### src/qcpid_pkg.sv
// Package for the cascaded PID and X-frame mixer: widths, fixed-point constants, helpers.
package qcpid_pkg;

  localparam int FRAC_BITS = 16;
  // Width of the accumulator and the multiplier's wide operand
  localparam int AW = 40;
  // Width of the multiplier's coefficient operand
  localparam int CW = FRAC_BITS + 1;
  localparam int PW = AW + CW;

  localparam longint ONE = longint'(1) << FRAC_BITS;

  localparam logic signed [AW-1:0] C_DT       = AW'((ONE * 2 * 2 + 100) / 200);
  localparam logic signed [AW-1:0] C_EPS      = AW'((ONE * 2 + 100000) / 200000);
  localparam logic signed [AW-1:0] C_MILLI    = AW'((ONE * 2 + 1000) / 2000);
  localparam logic signed [AW-1:0] C_WIND     = AW'((ONE * 3 * 2 + 10) / 20);
  localparam logic signed [AW-1:0] C_POS_KP   = AW'((ONE * 2 * 2 + 10) / 20);
  localparam logic signed [AW-1:0] C_POS_KD   = AW'((ONE * 2 + 100) / 200);
  localparam logic signed [AW-1:0] C_ATT_KP   = AW'((ONE * 5 * 2 + 100) / 200);
  localparam logic signed [AW-1:0] C_ATT_KI   = AW'((ONE * 2 * 2 + 1000) / 2000);
  localparam logic signed [AW-1:0] C_ATT_KD   = AW'((ONE * 2 + 1000) / 2000);
  localparam logic signed [AW-1:0] C_SET_LIM  = AW'((ONE * 2 + 2) / 4);
  localparam logic signed [AW-1:0] C_RP_LIM   = AW'((ONE * 3 * 2 + 10) / 20);
  localparam logic signed [AW-1:0] C_YAW_LIM  = AW'((ONE * 2 * 2 + 10) / 20);
  localparam logic signed [AW-1:0] C_HSTEP    = AW'((ONE * 2 + 100) / 200);
  localparam logic signed [AW-1:0] C_THR_STEP = AW'((ONE * 2 + 1000) / 2000);
  localparam logic signed [AW-1:0] C_ALT_MARG = AW'(ONE * 15);
  localparam logic signed [AW-1:0] C_THR_MAX  = AW'((ONE * 2 + 2) / 4);
  localparam logic signed [AW-1:0] C_THR_RST  = AW'((ONE * 45 * 2 + 100) / 200);
  localparam logic signed [AW-1:0] C_PWM_SCL  = AW'(1000);
  localparam logic signed [AW-1:0] C_I32_MIN  = AW'(-64'sd2147483648);
  localparam logic signed [AW-1:0] C_I32_MAX  = AW'(64'sd2147483647);
  localparam logic signed [PW-1:0] HALF_P     = PW'(longint'(1) << (FRAC_BITS - 1));

  localparam logic [10:0] PWM_MIN = 11'd1000;
  localparam logic [10:0] PWM_MAX = 11'd2000;

  // Mode codes
  localparam logic [1:0] MODE_STAB = 2'd0;
  localparam logic [1:0] MODE_FLY  = 2'd1;

  // Register indexes
  localparam logic [1:0] REG_MODE    = 2'd0;
  localparam logic [1:0] REG_TGT_X   = 2'd1;
  localparam logic [1:0] REG_TGT_Y   = 2'd2;
  localparam logic [1:0] REG_DESCENT = 2'd3;

  // PID slots
  localparam logic [2:0] PID_X     = 3'd0;
  localparam logic [2:0] PID_Y     = 3'd1;
  localparam logic [2:0] PID_ROLL  = 3'd2;
  localparam logic [2:0] PID_PITCH = 3'd3;
  localparam logic [2:0] PID_YAW   = 3'd4;

  typedef enum logic [9:0] {
    S_IDLE = 10'b0000000001,
    S_ERR  = 10'b0000000010,
    S_DER  = 10'b0000000100,
    S_INT  = 10'b0000001000,
    S_AP   = 10'b0000010000,
    S_AD   = 10'b0000100000,
    S_AI   = 10'b0001000000,
    S_THR  = 10'b0010000000,
    S_MIX  = 10'b0100000000,
    S_OUT  = 10'b1000000000
  } state_e;

  // Divide by 2^FRAC_BITS, rounding half away from zero
  function automatic logic signed [AW-1:0] rsh(input logic signed [PW-1:0] p);
    logic signed [PW-1:0] neg_v;
    logic signed [PW-1:0] t;
    neg_v = p[PW-1] ? PW'(1) : '0;
    t = p + HALF_P - neg_v;
    return AW'(t >>> FRAC_BITS);
  endfunction

  function automatic logic signed [AW-1:0] clampq(input logic signed [AW-1:0] v,
                                                  input logic signed [AW-1:0] lo,
                                                  input logic signed [AW-1:0] hi);
    if (v < lo) return lo;
    if (v > hi) return hi;
    return v;
  endfunction

endpackage

### src/quadcopter_cascaded_pid_mixer_top.sv
// Cascaded position/attitude PID controller with X-frame motor mixer, one shared multiplier.
// One item (roll, pitch, yaw, x, y) yields one item of four saturated motor pulse widths.
// A small sequencer runs each PID in steps on a single registered multiplier: error,
// derivative, integral, then the P, D and I products summed. Stabilize mode runs the three
// attitude PIDs; other modes run all five plus a thrust update. The mixer then
// scales each of the four motor terms, and the input is not ready again until the result
// item is taken. Configuration must be written while idle through cfg_we_i / cfg_idx_i /
// cfg_wdata_i; the block itself does not enforce this.
module quadcopter_cascaded_pid_mixer_top (
  input  logic         clk_i,
  input  logic         rst_ni,
  input  logic         cfg_we_i,
  input  logic [1:0]   cfg_idx_i,
  input  logic [31:0]  cfg_wdata_i,
  input  logic         s_axis_tvalid,
  output logic         s_axis_tready,
  // roll_angle[18:0], pitch_angle[37:19], yaw_angle[56:38], pos_x[88:57], pos_y[120:89]
  input  logic [127:0] s_axis_tdata,
  output logic         m_axis_tvalid,
  input  logic         m_axis_tready,
  // m1_pulse[10:0], m2_pulse[21:11], m3_pulse[32:22], m4_pulse[43:33]
  output logic [47:0]  m_axis_tdata
);
  import qcpid_pkg::*;

  state_e state_q, state_d;
  logic [1:0]               mode_q;
  logic signed [31:0]       tx_q, ty_q, dr_q;
  logic signed [18:0]       roll_q, pitch_q, yaw_q;
  logic signed [31:0]       posx_q, posy_q;
  logic signed [31:0]       integ_mem [5];
  logic signed [31:0]       last_mem [5];
  logic signed [31:0]       thrust_q, lasth_q;
  logic [2:0]               k_q;
  logic [1:0]               mix_q;
  logic                     mix_tail_q;
  logic signed [31:0]       err_q, integ_q;
  logic signed [AW-1:0]     der_q, acc_q;
  logic signed [PW-1:0]     prod_q;
  logic signed [31:0]       rs_q, ps_q;
  logic signed [AW-1:0]     r_q, p_q, y_q;
  logic [10:0]              pwm_q [4];

  logic                     stab;
  logic signed [AW-1:0]     meas, meas_fix, setp, err_c, der_c, rsh_c, int_c, fin;
  logic signed [AW-1:0]     mul_a, m_sel, thr_ext, dlt, tgt_lim;
  logic signed [CW-1:0]     mul_b, kp, ki, kd;
  logic signed [AW-1:0]     d_h, step, new_thr;
  logic                     low, big, flying;
  logic [10:0]              pwm_c;

  assign stab = (mode_q == MODE_STAB);
  assign flying = (mode_q == MODE_FLY);
  assign rsh_c = rsh(prod_q);
  assign thr_ext = AW'(thrust_q);

  // Select the PID operands of the current slot
  always_comb begin
    case (k_q)
      PID_X:     begin meas = AW'(posx_q); setp = AW'(tx_q); end
      PID_Y:     begin meas = AW'(posy_q); setp = AW'(ty_q); end
      PID_ROLL:  begin meas = AW'(roll_q); setp = stab ? '0 : AW'(rs_q); end
      PID_PITCH: begin meas = AW'(pitch_q); setp = stab ? '0 : AW'(ps_q); end
      default:   begin meas = AW'(yaw_q); setp = '0; end
    endcase
    if (k_q == PID_X || k_q == PID_Y) begin
      kp = CW'(C_POS_KP); ki = '0; kd = CW'(C_POS_KD);
    end else begin
      kp = CW'(C_ATT_KP); ki = CW'(C_ATT_KI); kd = CW'(C_ATT_KD);
    end
    meas_fix = (meas < C_EPS) ? C_MILLI : meas;
    err_c = clampq(setp - meas_fix, C_I32_MIN, C_I32_MAX);
    dlt = AW'(err_q) - AW'(last_mem[k_q]);
    der_c = (dlt <<< 5) + (dlt <<< 4) + (dlt <<< 1);
    int_c = clampq(AW'(integ_mem[k_q]) + rsh_c, -C_WIND, C_WIND);
    fin = acc_q + rsh_c;
  end

  // Mixer term for the current motor
  always_comb begin
    case (mix_q)
      2'd0:    m_sel = thr_ext - r_q + p_q + y_q;
      2'd1:    m_sel = thr_ext + r_q - p_q + y_q;
      2'd2:    m_sel = thr_ext + r_q + p_q - y_q;
      default: m_sel = thr_ext - r_q - p_q - y_q;
    endcase
    if (rsh_c < 0) pwm_c = PWM_MIN;
    else if (rsh_c > C_PWM_SCL) pwm_c = PWM_MAX;
    else pwm_c = PWM_MIN + rsh_c[10:0];
  end

  // Thrust step from the change of height
  always_comb begin
    d_h = AW'(lasth_q) - AW'(posy_q);
    tgt_lim = AW'(ty_q) + C_ALT_MARG;
    low = AW'(posy_q) < tgt_lim;
    big = (d_h >= C_HSTEP) || (d_h <= -C_HSTEP);
    step = '0;
    if (big) begin
      if (d_h >= 0) step = (low && flying) ? C_THR_STEP : -C_THR_STEP;
      else if (dr_q < 0) step = (!low && flying) ? C_THR_STEP : -C_THR_STEP;
      else if (dr_q > 0) step = C_THR_STEP;
    end
    new_thr = clampq(thr_ext + step, '0, C_THR_MAX);
  end

  // Route the shared multiplier
  always_comb begin
    mul_a = '0;
    mul_b = '0;
    case (state_q)
      S_DER:   begin mul_a = AW'(err_q); mul_b = CW'(C_DT); end
      S_INT:   begin mul_a = AW'(err_q); mul_b = kp; end
      S_AP:    begin mul_a = der_q; mul_b = kd; end
      S_AD:    begin mul_a = AW'(integ_q); mul_b = ki; end
      S_MIX:   begin mul_a = m_sel; mul_b = CW'(C_PWM_SCL); end
      default: begin mul_a = '0; mul_b = '0; end
    endcase
  end

  // Sequence the steps
  always_comb begin
    state_d = state_q;
    case (state_q)
      S_IDLE: if (s_axis_tvalid) state_d = S_ERR;
      S_ERR:  state_d = S_DER;
      S_DER:  state_d = S_INT;
      S_INT:  state_d = S_AP;
      S_AP:   state_d = S_AD;
      S_AD:   state_d = S_AI;
      S_AI: begin
        if (k_q != PID_YAW) state_d = S_ERR;
        else if (stab) state_d = S_MIX;
        else state_d = S_THR;
      end
      S_THR:  state_d = S_MIX;
      S_MIX:  if (mix_tail_q) state_d = S_OUT;
      S_OUT:  if (m_axis_tready) state_d = S_IDLE;
      default: state_d = S_IDLE;
    endcase
  end

  always_ff @(posedge clk_i or negedge rst_ni) begin
    if (!rst_ni) begin
      state_q <= S_IDLE;
      mode_q <= MODE_FLY;
      tx_q <= '0;
      ty_q <= '0;
      dr_q <= '0;
      for (int i = 0; i < 5; i++) begin
        integ_mem[i] <= '0;
        last_mem[i] <= '0;
      end
      thrust_q <= 32'(C_THR_RST);
      lasth_q <= '0;
      k_q <= '0;
      mix_q <= '0;
      mix_tail_q <= 1'b0;
    end else begin
      state_q <= state_d;
      // Hold register writes
      if (cfg_we_i) begin
        case (cfg_idx_i)
          REG_MODE:    mode_q <= cfg_wdata_i[1:0];
          REG_TGT_X:   tx_q <= cfg_wdata_i;
          REG_TGT_Y:   ty_q <= cfg_wdata_i;
          REG_DESCENT: dr_q <= cfg_wdata_i;
          default:     mode_q <= mode_q;
        endcase
      end
      case (state_q)
        S_IDLE: begin
          k_q <= stab ? PID_ROLL : PID_X;
          mix_q <= '0;
          mix_tail_q <= 1'b0;
        end
        S_DER: last_mem[k_q] <= err_q;
        S_INT: integ_mem[k_q] <= 32'(int_c);
        S_AI:  if (k_q != PID_YAW) k_q <= k_q + 3'd1;
        S_THR: begin
          lasth_q <= posy_q;
          thrust_q <= 32'(new_thr);
        end
        S_MIX: begin
          mix_q <= mix_q + 2'd1;
          if (mix_q == 2'd3) mix_tail_q <= 1'b1;
        end
        default: k_q <= k_q;
      endcase
    end
  end

  // Datapath registers
  always_ff @(posedge clk_i) begin
    prod_q <= mul_a * mul_b;
    if (state_q == S_IDLE && s_axis_tvalid) begin
      roll_q  <= s_axis_tdata[18:0];
      pitch_q <= s_axis_tdata[37:19];
      yaw_q   <= s_axis_tdata[56:38];
      posx_q  <= s_axis_tdata[88:57];
      posy_q  <= s_axis_tdata[120:89];
    end
    case (state_q)
      S_ERR: err_q <= 32'(err_c);
      S_DER: der_q <= der_c;
      S_INT: integ_q <= 32'(int_c);
      S_AP:  acc_q <= rsh_c;
      S_AD:  acc_q <= fin;
      S_AI: begin
        case (k_q)
          PID_X:     rs_q <= 32'(clampq(fin, -C_SET_LIM, C_SET_LIM));
          PID_Y:     ps_q <= 32'(clampq(-fin, -C_SET_LIM, C_SET_LIM));
          PID_ROLL:  r_q <= stab ? fin : clampq(fin, -C_RP_LIM, C_RP_LIM);
          PID_PITCH: p_q <= stab ? fin : clampq(fin, -C_RP_LIM, C_RP_LIM);
          default:   y_q <= stab ? fin : clampq(fin, -C_YAW_LIM, C_YAW_LIM);
        endcase
      end
      S_MIX: if (mix_q != 2'd0 || mix_tail_q) pwm_q[mix_q - 2'd1] <= pwm_c;
      default: acc_q <= acc_q;
    endcase
  end

  assign s_axis_tready = (state_q == S_IDLE);
  assign m_axis_tvalid = (state_q == S_OUT);
  assign m_axis_tdata  = {4'd0, pwm_q[3], pwm_q[2], pwm_q[1], pwm_q[0]};

  a_one_side: assert property (@(posedge clk_i) disable iff (!rst_ni)
    !(s_axis_tready && m_axis_tvalid))
    else $error("input ready while a result is pending");

  a_pwm_range: assert property (@(posedge clk_i) disable iff (!rst_ni)
    m_axis_tvalid |-> (m_axis_tdata[10:0] >= PWM_MIN && m_axis_tdata[10:0] <= PWM_MAX &&
                       m_axis_tdata[43:33] >= PWM_MIN && m_axis_tdata[43:33] <= PWM_MAX))
    else $error("motor pulse width out of range");

  a_thrust_range: assert property (@(posedge clk_i) disable iff (!rst_ni)
    (state_q == S_THR) |=> (thrust_q >= 0 && AW'(thrust_q) <= C_THR_MAX))
    else $error("base thrust left its range");

endmodule
### config.mk
export PLATFORM = sky130hd
export DESIGN_NAME = quadcopter_cascaded_pid_mixer_top
export DESIGN_NICKNAME = d
export VERILOG_FILES = /design/src/qcpid_pkg.sv /design/src/quadcopter_cascaded_pid_mixer_top.sv
export SDC_FILE = /design/constraint.sdc
export NUM_CORES = 2
export LEC_CHECK = 0
export BUFFER_PORTS_ARGS = -buffer_cell sky130_fd_sc_hd__buf_2
export CORE_UTILIZATION = 60
export CTS_BUF_LIST = sky130_fd_sc_hd__clkbuf_8
export CTS_CLUSTER_DIAMETER = 100
export DETAILED_ROUTE_END_ITERATION = 8
export GPL_TIMING_DRIVEN = 0
export PLACE_DENSITY = 0.8
export SLEW_MARGIN = 20
export SYNTH_ARGS = -nofsm -noshare
export SYNTH_HDL_FRONTEND = slang
export SYNTH_SLANG_ARGS = --single-unit
### constraint.sdc
create_clock -name clk_i -period 12 [get_ports clk_i]
set_input_delay 1.8 -clock clk_i [delete_from_list [all_inputs] [get_ports clk_i]]
set_output_delay 1.8 -clock clk_i [all_outputs]
set_load 0.02 [all_outputs]
# Word level (Yosys, flattened, before mapping)
# Memories as Yosys holds them, arrays and structs flattened.
# Cells that the tools add are included.
[totals] regBits=1004 latchBits=0 ramBits=44 mem_bits_ro=0 memories=1
[memory_table] name="pwm_q" depth=4 width=11 read_ports=4 rd_ports_with_merged_regs=0 write_ports=1 line_no="quadcopter_cascaded_pid_mixer_top.sv:42" source="logic [10:0] pwm_q [4];"
[classes] add_sub_neg=26 mul=1 div_mod_pow=0 magnitude_cmp=25 n_eq_ne=26 shifts=0 n_mux=121 bitwise=2 n_reduce_logical=30
[op_table] op="40-bit 2-to-1 mux" count=21
[op_table] op="32-bit 2-to-1 mux" count=25
[op_table] op="40-bit case mux with 4 select lines" count=3
[op_table] op="160-bit bitwise mux" count=2
[op_table] op="40-bit adder" count=5
[op_table] op="40-bit subtractor" count=5
[op_table] op="32-bit binary-select mux with 3-bit select" count=2
[op_table] op="40-bit by 16-bit < comparator with 1-bit output, second input constant" count=4
[op_table] op="32-bit by 40-bit adder with 40-bit output" count=3
[op_table] op="40-bit by 17-bit greater-than comparator with 1-bit output, second input constant" count=3
[op_table] op="40-bit case mux with 3 select lines" count=1
[op_table] op="10-bit case mux with 10 select lines" count=1
[op_table] op="32-bit demux with 3-bit select" count=1
[op_table] op="40-bit by 16-bit greater-than comparator with 1-bit output, second input constant" count=2
[op_table] op="40-bit by 1-bit < comparator with 1-bit output, second input constant" count=2
[op_table] op="40-bit case mux with 2 select lines" count=1
[op_table] op="14-bit case mux with 5 select lines" count=1
[op_table] op="32-bit by 32-bit subtractor with 33-bit output" count=2
[op_table] op="40-bit by 17-bit multiplier with 57-bit output" count=1
[op_table] op="56-bit by 17-bit adder with 56-bit output, second input constant" count=1
[op_table] op="56-bit by 2-bit subtractor with 56-bit output" count=1
[op_table] op="1-bit 2-to-1 mux" count=47
[op_table] op="39-bit by 34-bit adder with 40-bit output" count=1
[op_table] op="40-bit by 11-bit greater-than comparator with 1-bit output, second input constant" count=1
[op_table] op="other kinds (61)" count=95

# Depth between registers and ports, before layout
[logic_depth] depth_word=14 mapped_depth=62

# Worst setup path before layout
# No wires, ideal clock.
[synth_path] kind="reg2reg" start="reg thrust_q[2]" end="reg prod_q[56]" setup_ns=0.072 t_arrival_ns=12.691 t_required_ns=11.928 slack_ns=-0.763 stages_incl_launch_ff=56 path_buffers=3 period_less_slack_ns=12.763 path_cell_list="dfrtp_1 ha_1 clkbuf_1 o21bai_1 a21oi_1 or4_1 a21o_1 or3_1 a31oi_1 a21oi_1 o21ai_0 a21oi_1 o2bb2ai_1 o41a_1 a21boi_0 xnor2_1 fa_1 inv_1 [... 20 more ...] fa_1 inv_1 fa_1 inv_1 ha_1 buf_2 a21oi_1 nand2_1 a21o_1 a21oi_1 nand2_1 o21ai_0 o21ai_0 and2_1 nor3_1 o21bai_1 a21oi_1 xnor2_1"
[synth_via] elab_chain_len=6
[synth_rtl] item="start: declaration" line_no="quadcopter_cascaded_pid_mixer_top.sv:33" source="logic signed [31:0] thrust_q, lasth_q;"
[synth_rtl] item="start signal: assignment" line_no="quadcopter_cascaded_pid_mixer_top.sv:154" source="thrust_q <= 32'(C_THR_RST);"
[synth_rtl] item="start signal: assignment" line_no="quadcopter_cascaded_pid_mixer_top.sv:182" source="thrust_q <= 32'(new_thr);"
[synth_rtl] item="32-bit by 40-bit subtractor with 40-bit output / 32-bit by 40-bit adder with 40-bit output (equally long branches)"
[synth_rtl] item="40-bit subtractor, or another cell as far along (2 in a row)" line_no="quadcopter_cascaded_pid_mixer_top.sv:85" source="default: m_sel = thr_ext - r_q - p_q - y_q;"
[synth_rtl] item="40-bit case mux with 3 select lines (*)" line_no="quadcopter_cascaded_pid_mixer_top.sv:81" source="case (mix_q)"
[synth_rtl] item="40-bit case mux with 4 select lines (*)" line_no="quadcopter_cascaded_pid_mixer_top.sv:111" source="case (state_q)"
[synth_rtl] item="40-bit by 17-bit multiplier with 57-bit output (*)" line_no="quadcopter_cascaded_pid_mixer_top.sv:195" source="prod_q <= mul_a * mul_b;"
[synth_rtl] item="end signal: assignment" line_no="quadcopter_cascaded_pid_mixer_top.sv:195"
[synth_rtl] item="end: declaration" line_no="quadcopter_cascaded_pid_mixer_top.sv:39" source="logic signed [PW-1:0] prod_q;"
# Every way passes the cells marked *; elsewhere a longest branch is shown, timed or not.
# A chain may end at the register's enable or synchronous reset.

# Worst setup path after layout
[layout_path] start="reg thrust_q[0]" end="reg prod_q[53]"
# The elaborated chain is that of the path after synthesis.

==> results.sh <==
export IMPL_drt_iter0_markers=9530
export IMPL_synth_flop_cell="edfxtp_1"
export IMPL_clk_insertion_delay_late_ns=0.97
export IMPL_drc_errors=0
export IMPL_initial_core_util=0.605
export IMPL_wl_mm=332
export IMPL_max_freq_mhz=75.5
export IMPL_multi_input_area_um2=62700
export IMPL_worstSetupPathDepth=54
export IMPL_worst_hold_path_type="flop to flop"
export IMPL_timing_rr_start="thrust_q[0]$_DFFE_PN1P_"
export IMPL_postRouteAntennaNets=0
export IMPL_antenna_found_initial=19
export IMPL_numPlacedInstances=12200
export IMPL_fin_nets=12000
export IMPL_cpMostUsedCell="fa_1"
export IMPL_syn_area_um2=94800
export IMPL_synth_largest_area_cell="edfxtp_1"
export IMPL_yosysWarnings=0
export IMPL_dpl_hpwl_mm=261
export IMPL_grt_start_max_net_pins=103
export IMPL_grt_usage=0.410
export IMPL_cts_buffer_depth=3
export IMPL_synthTopCellsByCount="inv_1 (1192), nand2_1 (855), fa_1 (708)"
export IMPL_slew_headroom=0.127
export IMPL_yosysMostFrequentCell="inv_1"
export IMPL_cts_root_buffer="clkbuf_8"
export IMPL_hold_path_startpoint="integ_mem[123]$_DFFE_PN0P_"
export IMPL_violations="negative setup slack"
export IMPL_cp_top_family="compound AO/OA/AOI/OAI gates"
export IMPL_finalSetupViolCount=24
export IMPL_hold_path_depth=1
export IMPL_final_setup_worst_slack_ns=-1.24
export IMPL_cp_slowest_cell="o211ai_1"
export IMPL_syn_inst=9910
export IMPL_num_rows=145
export IMPL_crit_arrival_ns=14.05
export IMPL_synth_edf_count=491
export IMPL_cp_max_fo=7
export IMPL_critPathMaxStageDelay_ns=0.85
export IMPL_ys_top_cells_by_area="edfxtp_1 (16%), fa_1 (15%), dfrtp_1 (13%)"
export IMPL_die_h_um=399
export IMPL_vias=81400
export IMPL_grt_pass1_wl_mm=486
export IMPL_seqCellArea_um2=28400
export IMPL_fin_skew_ns=0.0894
export IMPL_fin_setup_tns_ns=-15.85
export IMPL_cts_buffers=175
export IMPL_worst_setup_path_end_kind="flop"
export IMPL_grt_ovfl_total=0
export IMPL_cts_htree_levels=4
export IMPL_crit_start="thrust_q[0]$_DFFE_PN1P_"
export IMPL_clkTransAtPathRegs_ns=0.06
export IMPL_period_needed_ns=13.24
export IMPL_yosysUniqueCellTypes=117
export IMPL_rsz0062_at_grt="true"
export IMPL_timing_rr_end="prod_q[53]$_DFF_P_"
export IMPL_numClockSinks=1046
export IMPL_hold_viol_final=0
export IMPL_dieWidth_um=399
export IMPL_syn_area_per_cell_um2=9.56
export IMPL_r2r_slack_ns=-1.24
export IMPL_path_class="flop to flop"
export IMPL_slew_violations=0
export IMPL_die_area_um2=160000
export IMPL_wire_per_inst_um=26.2
export IMPL_ff2ff_path_depth=54
export IMPL_async_flop_share=0.476
export IMPL_drtPass1Iterations=7
export IMPL_period_share=1.10
export IMPL_final_cells=12700
export IMPL_globalplace_congestion=1.07
export IMPL_fillers=12100
export IMPL_cp_data_required_time_ns=12.81
export IMPL_cts_tree="built"
export IMPL_start_kind="flop"
export IMPL_worst_pin_slew_ns=1.31
export IMPL_syn_to_final_growth_pct=12.3
export IMPL_top_level_ports=217
export IMPL_coreArea_um2=157000
export IMPL_portBuffers=205
export IMPL_synth_seq_area_share=0.299
export IMPL_synth_seq_cells=1046
export IMPL_drv_cap=0
export IMPL_min_to="integ_mem[123]$_DFFE_PN0P_"
export IMPL_status="finished with violations"
export IMPL_first_global_vias=79700
export IMPL_preCtsSetupSlack_ns=-2.78
export IMPL_drive_gt1_frac=0.139
export IMPL_crit_buf_inv=8
export IMPL_synth_top_cell_area_share=0.156
export IMPL_vias_per_cell=6.41
-- registers in the layout, summed over array words and instances (netlist names), 38 cells and up --
name       count
y_q           40
integ_mem    160
r_q           40
prod_q        57
last_mem     160
der_q         38
p_q           40
acc_q         40
pwm_q         44
-- routing by layer --
| layer | track usage | up-vias | share of wire |
|---|---|---|---|
| met5 | 0 | - | 0.000090 |
| met4 | 0.260 | 4 | 0.075 |
| met2 | 0.616 | 4501 | 0.44 |
| met3 | 0.0968 | 1054 | 0.11 |
| met1 | 0.533 | 40000 | 0.38 |
| li1 | - | 35800 | - |
-- logic make-up after synthesis --
| group | share of synthesized area |
|---|---|
| flops | 0.299 |
| simple gates | 0.120 |
| other cells | 0.0000396 |
| compound gates | 0.179 |
| xor+xnor | 0.0523 |
| mux | 0.0429 |
| buf+inv | 0.0636 |
| fa+ha+maj | 0.242 |
-- through the flow --
step	util	instance area [µm²]	hold WS [ns]
2_1_floorplan	-	94900	0.444
3_3_place_gp	0.629	98500	0.453
3_5_place_dp	0.635	99400	0.461
4_1_cts	0.671	105000	0.474
5_1_grt	0.679	106000	0.486
6_report	0.679	106000	0.471
-- layout make-up --
| cell class | instances | area share |
|---|---|---|
| clock buffers | 202 | 0.0261 |
| multi-input cells | 7277 | 0.589 |
| flip-flops and latches | 1046 | 0.267 |
| repair buffers | 391 | 0.0268 |
| diodes | 13 | 0.000306 |
| plain buffers | 374 | 0.0145 |
| inverters | 1199 | 0.0424 |
| clock inverters | 123 | 0.0101 |
| well taps | 2058 | 0.0242 |
-- worst max-delay path by stage --
stage                               endpoint  slack [ns]
after global placement    prod_q[50]$_DFF_P_       -3.12
after detailed placement  prod_q[50]$_DFF_P_       -2.78
after CTS                 prod_q[50]$_DFF_P_       -1.12
after global routing      prod_q[53]$_DFF_P_       -1.53
final                     prod_q[53]$_DFF_P_       -1.24
after floorplan           prod_q[53]$_DFF_P_       0.006
-- cell usage in the layout, fill, tap and decap left out, types with 88 or more instances in the layout --
cell type / count
clkbuf_1: 296
mux2_2: 282
buf_2: 233
and2_1: 102
clkbuf_8: 206
a21o_1: 336
nor2_1: 522
dfrtp_1: 484
o21ai_0: 482
buf_4: 145
inv_1: 1213
o21bai_1: 98
a22oi_1: 88
edfxtp_1: 491
xor2_1: 178
nand2b_1: 115
o21a_1: 100
fa_1: 692
a21oi_1: 597
xnor2_1: 328
ha_1: 666
nor3_1: 117
nand2_1: 844
nand3_1: 150
-- what timing repair did --
item,4_1_cts,5_1_grt
pin swaps,156,148
hold buffers,0,0
endpoints found under the setup margin,33,32
gates resized for setup,244,216
gates cloned,0,0
setup buffers,89,51
Power is left out: the tool's default activity adds up to more than one toggle a clock period on the data nets, which glitch-free logic cannot reach.
